[src/hw/rtl/pba_pkg.sv]
// Package with the constants, types and codes shared by the port bitmap allocator.
`timescale 1ns / 1ps
`default_nettype none
package pba_pkg;

   localparam int PORT_COUNT  = 65536;
   localparam int FIRST_PORT  = 49152;
   localparam int GROUP_COUNT = 8192;

   localparam int PORT_W     = 16;
   localparam int GROUP_BITS = 8;
   localparam int BIT_SEL_W  = $clog2(GROUP_BITS);
   localparam int GRP_IDX_W  = PORT_W - BIT_SEL_W;
   localparam int GRP_ADDR_W = (GROUP_COUNT > 1) ? $clog2(GROUP_COUNT) : 1;

   typedef logic [1:0]            kind_type;
   typedef logic [1:0]            status_type;
   typedef logic [PORT_W-1:0]     port_type;
   typedef logic [PORT_W:0]       port_ext_type;
   typedef logic [GROUP_BITS-1:0] group_type;
   typedef logic [BIT_SEL_W-1:0]  bit_sel_type;
   typedef logic [GRP_IDX_W-1:0]  grp_idx_type;
   typedef logic [GRP_IDX_W:0]    grp_ext_type;
   typedef logic [GRP_ADDR_W-1:0] grp_addr_type;

   localparam port_ext_type PORT_LIMIT   = port_ext_type'(PORT_COUNT);
   localparam grp_ext_type  GROUP_LIMIT  = grp_ext_type'(GROUP_COUNT);
   localparam grp_addr_type LAST_GROUP   = grp_addr_type'(GROUP_COUNT - 1);
   localparam port_type     START_CURSOR = port_type'(FIRST_PORT & ~(GROUP_BITS - 1));
   localparam port_ext_type GROUP_STEP   = port_ext_type'(GROUP_BITS);
   localparam group_type    GROUP_FULL   = group_type'(8'hff);

   localparam kind_type KIND_ALLOC   = 2'd0;
   localparam kind_type KIND_CLAIM   = 2'd1;
   localparam kind_type KIND_RELEASE = 2'd2;

   localparam status_type ST_DONE    = 2'd0;
   localparam status_type ST_NO_FREE = 2'd1;
   localparam status_type ST_TAKEN   = 2'd2;
   localparam status_type ST_IGNORED = 2'd3;

   typedef struct packed {
      logic        full;
      bit_sel_type free_idx;
      logic        held;
      group_type   alloc_bits;
      group_type   mark_bits;
      group_type   clear_bits;
   } group_info_type;

endpackage
`default_nettype wire

[src/hw/rtl/pba_group_unit.sv]
// Shared group inspection unit: lowest free bit, held bit test and updated group values.
`timescale 1ns / 1ps
`default_nettype none
module pba_group_unit (
   input  var pba_pkg::group_type      group_bits,
   input  var pba_pkg::bit_sel_type    bit_sel,
   input  var logic                    in_store,
   output var pba_pkg::group_info_type info
);
   import pba_pkg::*;

   group_type   sel_mask;
   group_type   free_mask;
   bit_sel_type free_idx;

   always_comb begin
      free_idx = '0;
      for (int i = GROUP_BITS - 1; i >= 0; i--) begin
         if (!group_bits[i]) begin
            free_idx = bit_sel_type'(i);
         end
      end
   end

   assign sel_mask  = group_type'(1) << bit_sel;
   assign free_mask = group_type'(1) << free_idx;

   always_comb begin
      info.full       = !in_store || (group_bits == GROUP_FULL);
      info.free_idx   = free_idx;
      info.held       = (group_bits & sel_mask) != '0;
      info.alloc_bits = group_bits | free_mask;
      info.mark_bits  = group_bits | sel_mask;
      info.clear_bits = group_bits & ~sel_mask;
   end

endmodule
`default_nettype wire
[config.mk]
export PLATFORM = sky130hd
export DESIGN_NAME = pba_group_unit
export DESIGN_NICKNAME = d
export VERILOG_FILES = /design/src/hw/rtl/pba_pkg.sv /design/src/hw/rtl/pba_group_unit.sv
export SDC_FILE = /design/constraint.sdc
export NUM_CORES = 1
export LEC_CHECK = 0
export BUFFER_PORTS_ARGS = -buffer_cell sky130_fd_sc_hd__buf_2
export CORE_AREA = 2 2 39 41
export DETAILED_ROUTE_END_ITERATION = 10
export DIE_AREA = 0 0 41 43
export PLACE_DENSITY = 0.68
export SKIP_LAST_GASP = 1
export SYNTH_ARGS = -nofsm -noshare
export SYNTH_HDL_FRONTEND = slang
export SYNTH_SLANG_ARGS = --single-unit
[constraint.sdc]
create_clock -name vclk -period 4.2
set_clock_uncertainty 0.2 [all_clocks]
set_input_delay 1.26 -clock vclk [all_inputs]
set_output_delay 1.26 -clock vclk [all_outputs]
set_load 0.02 [all_outputs]
# Word level (Yosys, flattened, before mapping)
# Cells that the tools add are included.
# word_totals
inputBits	12
word_cells	19
reg_bits	0
# classes
muxes	8
n_shift	2
bitwise_logic	5
n_eq_ne	1
n_reduce_logical	3
# op_table
op	n
2-to-1 mux 3 bit	8
AND 8 bit	2
bitwise OR 8 bit	2
<< shifter 1 x 3 -> 8 bit (first input constant)	2
equality test 8 bit (second input constant)	1
NOT 8 bit	1
nonzero test 8 bit	1
zero test 1 bit	1
logical OR 1 bit	1

# Depth between registers and ports, before layout
# Gate-level depths: netlist of run 1.
# depth
word_depth	10
mapped_depth	3
mapped_depth_nobuf	3

# Least setup slack after synthesis of run 1
# OpenSTA, ideal clock, no wires.
# synth_path
path_kind	input-to-output
startpoint	in bit_sel[0]
endpoint	out info[24] in the netlist's numbering
required_time_ns	2.740
path_stages	3
path_buffers	1
arrival_ns	2.161
setup_slack_ns	0.579
path_cell_list	buf_6 -> mux4_2 -> mux2_2
# synth_lines
element	line	rtl
start, declared	pba_group_unit.sv:6	input var pba_pkg::bit_sel_type bit_sel,
end, declared	pba_group_unit.sv:8	output var pba_pkg::group_info_type info

==> flow_summary_export.csv, run 1 <==
group,metric,value,unit
sta,finalMaxSlewViolations,0,
cts,cts_setup_buffers,0,
worst_setup_path,crit_end,"info[24]",
detailed_routing,drtIter0Drc,5,
place,place_ws,0.282,ns
detailed_routing,drt-wirelength-per-cell,10.2,um
final_layout,fin_nets,106,
worst_setup_path,cpMostUsedCell,"buf_2",
sta,setup_tns,0,ns
sta,finalSetupViolations,0,
place,gp_congestion,0.681,
yosys,yosysSeqAreaShare,0,%
die,core-area,1380,um^2
worst_setup_path,worstPathRequired,2.74,ns
detailed_routing,first_pass_iters,4,
detailed_routing,drt_wl_total,1100,um
sta,final_hold_viol_count,0,
final_layout,num-clock-buffers,0,
final_layout,multiInputGateArea,339,um^2
sta,period_share,93.3,%
worst_hold_path,hold_class,"in -> out",
final_layout,area_delta_synth_final,51.5,%
sta,fmax,255,MHz
sta,fin_ws,0.280,ns
die,rows,14,
power,ir_worst_vdd,0.0603,mV
worst_setup_path,path_max_fanout,11,
global_routing,grt_pass1_wl,1810,um
yosys,synth.avg_cell_area,6.68,um^2
global_routing,grt_max_degree,12,
worst_setup_path,worstSetupPathType,"in -> out",
yosys,synth.top_cells.by_count,"nand2_1, nand2b_1, nor2_1, or2_2",
place,hpwl,884,um
worst_setup_path,setup.worst_path.start,"bit_sel[1]",
yosys,synth_cell_type_count,30,
final_layout,regArea,0,um^2
die,ioPinCount,41,
detailed_routing,drc,0,
worst_setup_path,cp_cell_sequence,"buf_2 > mux4_1 > mux2_2 > buf_2",
yosys,synth_fp_nets,68,
sta,rsz0062_at_grt,"no",
place,port_buffers,40,
final_layout,seq_cells,0,
yosys,synth_top_cell_area_share,7.02,%
die,dieArea,1760,um^2
worst_setup_path,arrival,2.46,ns
detailed_routing,ant_nets,0,
yosys,synth_top_area_cell,"mux4_1",
yosys,synth_area,374,um^2
die,die_x,41,um
worst_hold_path,hp-start,"in_store",
global_routing,antenna_found_initial,0,
die,start_util,27.0,%
worst_setup_path,slowest_delay,0.57,ns
job,maxCapViolCount,0,
die,die_h,43,um
place,dp_cells,108,
yosys,yosysWarnings,0,
final_layout,drive_gt1_share,51.1,%
sta,min_period,3.92,ns
detailed_routing,via_per_inst,4.77,
global_routing,grt.total_usage,13.6,%
yosys,synth.area.top_cells,"mux4_1, nand2_1, nand2b_1",
global_routing,grt_pass1_vias,434,
yosys,postSynthCellCount,56,
worst_setup_path,critical-path-slowest-cell,"mux4_1",
cts,cts.repair.resized,0,
detailed_routing,num_vias,515,
final_layout,instances_no_fill,108,
yosys,yosysMostFrequentCell,"nand2_1",
cts,ctsHoldBuffers,0,
final_layout,final_util,41.0,%
global_routing,overflow,0,
worst_setup_path,worstSetupStartpointType,"primary input",
power,power.density,136,nW/um^2
outcome,status,"complete, no violations",
final_layout,antennaDiodeCount,0,
final_layout,fill_cells,162,
power,p_leak,0.302,nW
worst_setup_path,cp-end-kind,"output pin",
## stage by stage
stage / hold WS (ns) / total power, W / instance area (um^2)
3_5_place_dp: 2.60 / 0.0000772 / 567
6_report: 2.60 / 0.0000771 / 567
5_1_grt: 2.63 / 0.0000841 / 567
2_1_floorplan: 2.46 / 0.0000506 / 374
4_1_cts: 2.60 / 0.0000777 / 567
3_3_place_gp: 2.60 / 0.0000765 / 567
## worst min path at each step
stage                          end  slack (ns)  cells after the start
after floorplan            info[1]        2.46                      2
after global routing      info[28]        2.63                      3
after detailed placement  info[28]        2.60                      3
after global placement    info[28]        2.60                      3
final                     info[28]        2.60                      3
after CTS                 info[28]        2.60                      3
## cell usage in the layout (no fill, tap or decap)
cell	count
a21boi_0	1
a41o_1	1
a31oi_1	2
mux4_2	1
nor2_1	4
nor3_1	1
nand4_1	1
inv_1	2
o21bai_1	2
o21ai_0	2
conb_1	1
o31ai_1	1
a31o_2	1
mux2_2	1
mux4_1	1
buf_2	40
nand2b_1	4
nand3b_1	2
o21a_1	1
a21o_1	1
nand2_1	7
nor2b_1	3
nor3b_1	2
or2_2	4
and4_1	1
nand3_1	2
and2_1	3
## power by group
| group | switching (W) | internal, W |
|---|---|---|
| combinational | 0.0000476 | 0.0000295 |
| sequential | 0 | 0 |
| clock | 0 | 0 |
| total | 0.0000476 | 0.0000295 |
## metal layers
layer | routed length (um) | global-route usage, % | up-vias
met3 | 133 | 1.57 | 0
met5 | 0 | 0 | -
met1 | 479 | 19.4 | 215
met4 | 0 | 3.33 | 0
met2 | 487 | 20.9 | 27
li1 | - | - | 273
## area by class of cell
type | count | share of cell area (%)
Inverter | 2 | 1.32
Tap cell | 16 | 3.53
Multi-Input combinational cell | 50 | 59.8
Timing Repair Buffer | 40 | 35.3
## worst max-delay path, delay by kind of cell
kind | cells | cell delay, ns
buffers and inverters | 2 | 0.35
multiplexers | 2 | 0.85
## cell families after synthesis
kind of cell	Yosys count	share of synthesized area (%)
and+or+nand+nor	34	50.5
AOI/OAI and AO/OA	12	23.1
buffers and inverters	6	9.36
muxes	3	16.1
other	1	1.00
Note: power is estimated with default switching activity, not from simulation.
==> run 2: changes to the inputs <==
--- a/config.mk
+++ b/config.mk
@@ -9,7 +9,7 @@
 export CORE_AREA = 2 2 39 41
 export DETAILED_ROUTE_END_ITERATION = 10
 export DIE_AREA = 0 0 41 43
-export PLACE_DENSITY = 0.68
+export PLACE_DENSITY = 0.76
 export SKIP_LAST_GASP = 1
 export SYNTH_ARGS = -nofsm -noshare
 export SYNTH_HDL_FRONTEND = slang
==> flow_summary_export.csv, run 2 (synthesis results as in run 1) <==
group,metric,value,unit
final_layout,drive_gt1_share,51.1,%
sta,min_period,3.91,ns
worst_setup_path,worstPathRequired,2.74,ns
place,post_dp_cell_area,567,um^2
worst_setup_path,path_max_fanout,11,
worst_setup_path,cp-end-kind,"output pin",
final_layout,seq_cells,0,
place,port_buffers,40,
detailed_routing,drt_wl_total,1120,um
power,ir_worst_vdd,0.0513,mV
final_layout,num-clock-buffers,0,
final_layout,area_delta_synth_final,51.5,%
final_layout,final_util,41.0,%
worst_hold_path,hold_path_end,"info[28]",
detailed_routing,num_vias,539,
final_layout,fill_cells,160,
detailed_routing,via_per_inst,4.99,
worst_hold_path,hold_class,"in -> out",
die,core-area,1380,um^2
job,maxCapViolCount,0,
outcome,status,"complete, no violations",
final_layout,layout.cells.most_common,"buf_2",
final_layout,regArea,0,um^2
place,dp_cells,108,
sta,finalMaxSlewViolations,0,
worst_setup_path,setup.worst_path.start,"bit_sel[1]",
final_layout,antennaDiodeCount,0,
sta,period_share,93.1,%
detailed_routing,drc,0,
global_routing,grt_pass1_wl,1790,um
worst_setup_path,worstSetupPathType,"in -> out",
cts,ctsHoldBuffers,0,
detailed_routing,ant_nets,0,
worst_hold_path,hold_depth,3,
die,dieArea,1760,um^2
final_layout,fin_nets,106,
global_routing,grt_max_degree,12,
worst_setup_path,arrival,2.45,ns
power,p_leak,0.302,nW
final_layout,instances_no_fill,108,
sta,fmax,256,MHz
detailed_routing,drtIter0Drc,8,
power,power.density,136,nW/um^2
sta,final_hold_viol_count,0,
die,die_x,41,um
sta,setup_tns,0,ns
detailed_routing,first_pass_iters,4,
worst_hold_path,hp-start,"in_store",
final_layout,final_cell_mix,"buf_2, nand2_1, nor2_1, nand2b_1, or2_2",
worst_setup_path,worstSetupStartpointType,"primary input",
global_routing,grt_pass1_vias,440,
cts,cts_setup_buffers,0,
final_layout,final_cell_area,567,um^2
detailed_routing,drt-wirelength-per-cell,10.4,um
place,gp_congestion,0.697,
die,ioPinCount,41,
global_routing,antenna_found_initial,0,
die,die_h,43,um
global_routing,grt.total_usage,13.3,%
sta,rsz0062_at_grt,"no",
global_routing,overflow,0,
place,hpwl,922,um
cts,cts.repair.resized,0,
die,rows,14,
sta,finalSetupViolations,0,
die,start_util,27.0,%
==> run 2: cell counts in the layout (fill, tap and decap cells not counted) <==
No cell type changed its count.
==> run 2: routing by layer <==
metal / share of wire, % / vias up / global-route usage [%]
li1: - / 271 / -
met1: 42 / 246 / 18.6
met2: 51 / 22 / 23.1
met3: 7.5 / 0 / 0.524
met4: 0 / 0 / 0
met5: 0 / - / 0
==> run 2: report_power, final <==
group / total (W) / internal [W] / switching, W / leakage [nW]
logic: 0.0000770 / 0.0000295 / 0.0000475 / 0.302
registers: 0 / 0 / 0 / 0
clock network: 0 / 0 / 0 / 0
==> run 2: how the worst max path moves through the flow <==
stage | to | cells past startpoint | slack [ns]
global route | info[24] | 4 | 0.25
CTS | info[24] | 4 | 0.29
finish | info[24] | 4 | 0.29
detailed placement | info[24] | 4 | 0.30
floorplan | info[24] | 3 | 0.58
global placement | info[24] | 4 | 0.33
==> run 2: critical path: stages <==
cell and delay (ns):
buf_2 0.19, mux4_1 0.57, mux2_2 0.27, buf_2 0.16
==> run 2: final cells by class <==
| class | instances | area, um^2 | share of cell area (%) |
|---|---|---|---|
| multi-input cells | 50 | 339 | 59.8 |
| well taps | 16 | 20.0 | 3.53 |
| repair buffers | 40 | 200 | 35.3 |
| inverters | 2 | 7.51 | 1.32 |
==> run 2: through the flow <==
| stage | hold slack [ns] | worst slack [ns] | total power, W |
|---|---|---|---|
| 2_1_floorplan | 2.46 | 0.579 | 0.0000506 |
| 6_report | 2.61 | 0.291 | 0.0000770 |
| 4_1_cts | 2.61 | 0.294 | 0.0000777 |
| 3_5_place_dp | 2.60 | 0.300 | 0.0000775 |
| 3_3_place_gp | 2.60 | 0.326 | 0.0000767 |
| 5_1_grt | 2.61 | 0.255 | 0.0000845 |
==> run 3: changes to the inputs <==
--- a/config.mk
+++ b/config.mk
@@ -6,10 +6,11 @@
 export NUM_CORES = 1
 export LEC_CHECK = 0
 export BUFFER_PORTS_ARGS = -buffer_cell sky130_fd_sc_hd__buf_2
-export CORE_AREA = 2 2 39 41
+export CELL_PAD_IN_SITES_DETAIL_PLACEMENT = 2
+export CELL_PAD_IN_SITES_GLOBAL_PLACEMENT = 2
+export CORE_UTILIZATION = 17
 export DETAILED_ROUTE_END_ITERATION = 10
-export DIE_AREA = 0 0 41 43
-export PLACE_DENSITY = 0.76
+export PLACE_DENSITY = 0.95
 export SKIP_LAST_GASP = 1
 export SYNTH_ARGS = -nofsm -noshare
 export SYNTH_HDL_FRONTEND = slang
==> flow_summary_export.csv, run 3 (synthesis results as in run 1) <==
group,metric,value,unit
outcome,status,"complete, no violations",
die,ioPinCount,41,
final_layout,multiInputGateArea,339,um^2
worst_hold_path,hold_depth,3,
worst_setup_path,path_max_fanout,11,
sta,final_hold_viol_count,0,
die,die_x,48.9,um
die,core-area,2020,um^2
worst_setup_path,worstSetupStartpointType,"primary input",
place,port_buffers,40,
sta,whs,2.61,ns
power,p_int,0.0000295,W
sta,rsz0062_at_grt,"no",
worst_hold_path,hp-start,"in_store",
cts,cts.repair.resized,0,
global_routing,grt_pass1_wl,2540,um
worst_setup_path,cp-end-kind,"output pin",
cts,cts_setup_buffers,0,
power,p_seq_share,0,%
detailed_routing,first_pass_iters,1,
global_routing,antenna_found_initial,0,
detailed_routing,drc,0,
final_layout,seq_cells,0,
worst_setup_path,cp_cell_sequence,"buf_2 > mux4_1 > mux2_2 > buf_2",
worst_setup_path,arrival,2.43,ns
power,pwr-share-clk,0,%
power,p_leak,0.302,nW
final_layout,final_cell_mix,"buf_2, nand2_1, nor2_1, nand2b_1, or2_2",
worst_setup_path,critical-path-slowest-cell,"mux4_1",
die,rows,16,
worst_setup_path,worstPathRequired,2.74,ns
detailed_routing,via_per_inst,4.55,
sta,period_share,92.5,%
sta,setup_tns,0,ns
detailed_routing,num_vias,541,
detailed_routing,drt-wirelength-per-cell,12.7,um
global_routing,grt.total_usage,13.1,%
final_layout,layout.cells.most_common,"buf_2",
die,die_h,48.9,um
final_layout,regArea,0,um^2
sta,finalSetupViolations,0,
worst_setup_path,path_delay_family,"multiplexers",
final_layout,drive_gt1_share,51.1,%
worst_hold_path,hold_path_end,"info[28]",
detailed_routing,drt_wl_total,1520,um
final_layout,num-clock-buffers,0,
global_routing,grt_pass1_vias,509,
cts,ctsHoldBuffers,0,
die,start_util,18.5,%
worst_setup_path,crit_buf_inv,2,
power,power_switching,0.0000493,W
job,maxCapViolCount,0,
detailed_routing,ant_nets,0,
global_routing,overflow,0,
power,pwr-share-comb,100.0,%
place,gp_congestion,0.632,
final_layout,area_delta_synth_final,55.2,%
detailed_routing,drtIter0Drc,0,
worst_hold_path,hold_class,"in -> out",
die,dieArea,2390,um^2
final_layout,fill_cells,262,
final_layout,antennaDiodeCount,0,
place,hpwl,1230,um
sta,min_period,3.89,ns
global_routing,grt_max_degree,12,
sta,fmax,257,MHz
power,ir_worst_vdd,0.0331,mV
worst_setup_path,slowest_delay,0.56,ns
power,power.density,136,nW/um^2
power,p_sw_share,62.5,%
worst_setup_path,worstSetupPathType,"in -> out",
final_layout,fin_nets,106,
sta,finalMaxSlewViolations,0,
worst_setup_path,cpMostUsedCell,"buf_2",
==> run 3: cell counts in the layout (fill, tap and decap cells not counted) <==
Identical to the previous run, type by type.
==> run 3: layer usage <==
metal  vias to the layer above  track usage [%]  share of wire, %
li1                        270                -                 -
met1                       248             17.2                45
met2                        23             24.8                50
met3                         0            0.623               5.6
met4                         0                0                 0
met5                         -                0                 0
==> run 3: how the worst max path moves through the flow <==
stage	startpoint	to	slack (ns)	cells after the start
after global routing	bit_sel[1]	info[24]	0.24	4
after detailed placement	bit_sel[1]	info[24]	0.30	4
after global placement	bit_sel[1]	info[24]	0.33	4
after floorplan	bit_sel[0]	info[24]	0.58	3
final	bit_sel[1]	info[24]	0.31	4
after CTS	bit_sel[1]	info[24]	0.30	4
==> run 3: stage by stage <==
stage          util [%]  cell area (um^2)  power [W]  worst slack (ns)  cells
2_1_floorplan         -               374  0.0000506             0.579     56
3_3_place_gp       28.7               581  0.0000781             0.325    119
6_report           28.7               581  0.0000788             0.314    119
3_5_place_dp       28.7               581  0.0000797             0.305    119
5_1_grt            28.7               581  0.0000860             0.244    119
4_1_cts            28.7               581  0.0000801             0.304    119
==> run 3: power by group through the flow <==
stage / clock network (W) / logic (W) / registers (W)
2_1_floorplan: 0 / 0.0000506 / 0
3_3_place_gp: 0 / 0.0000781 / 0
3_5_place_dp: 0 / 0.0000797 / 0
4_1_cts: 0 / 0.0000801 / 0
5_1_grt: 0 / 0.0000860 / 0
6_report: 0 / 0.0000788 / 0
==> run 3: cell type report <==
cell class         count  share of cell area, %
repair buffers        40                   34.5
inverters              2                   1.29
multi-input cells     50                   58.4
well taps             27                   5.82
==> run 3: worst min-delay path, cell delays in order <==
cell	delay (ns)
buf_2	0.08
o31ai_1	0.06
buf_2	0.16
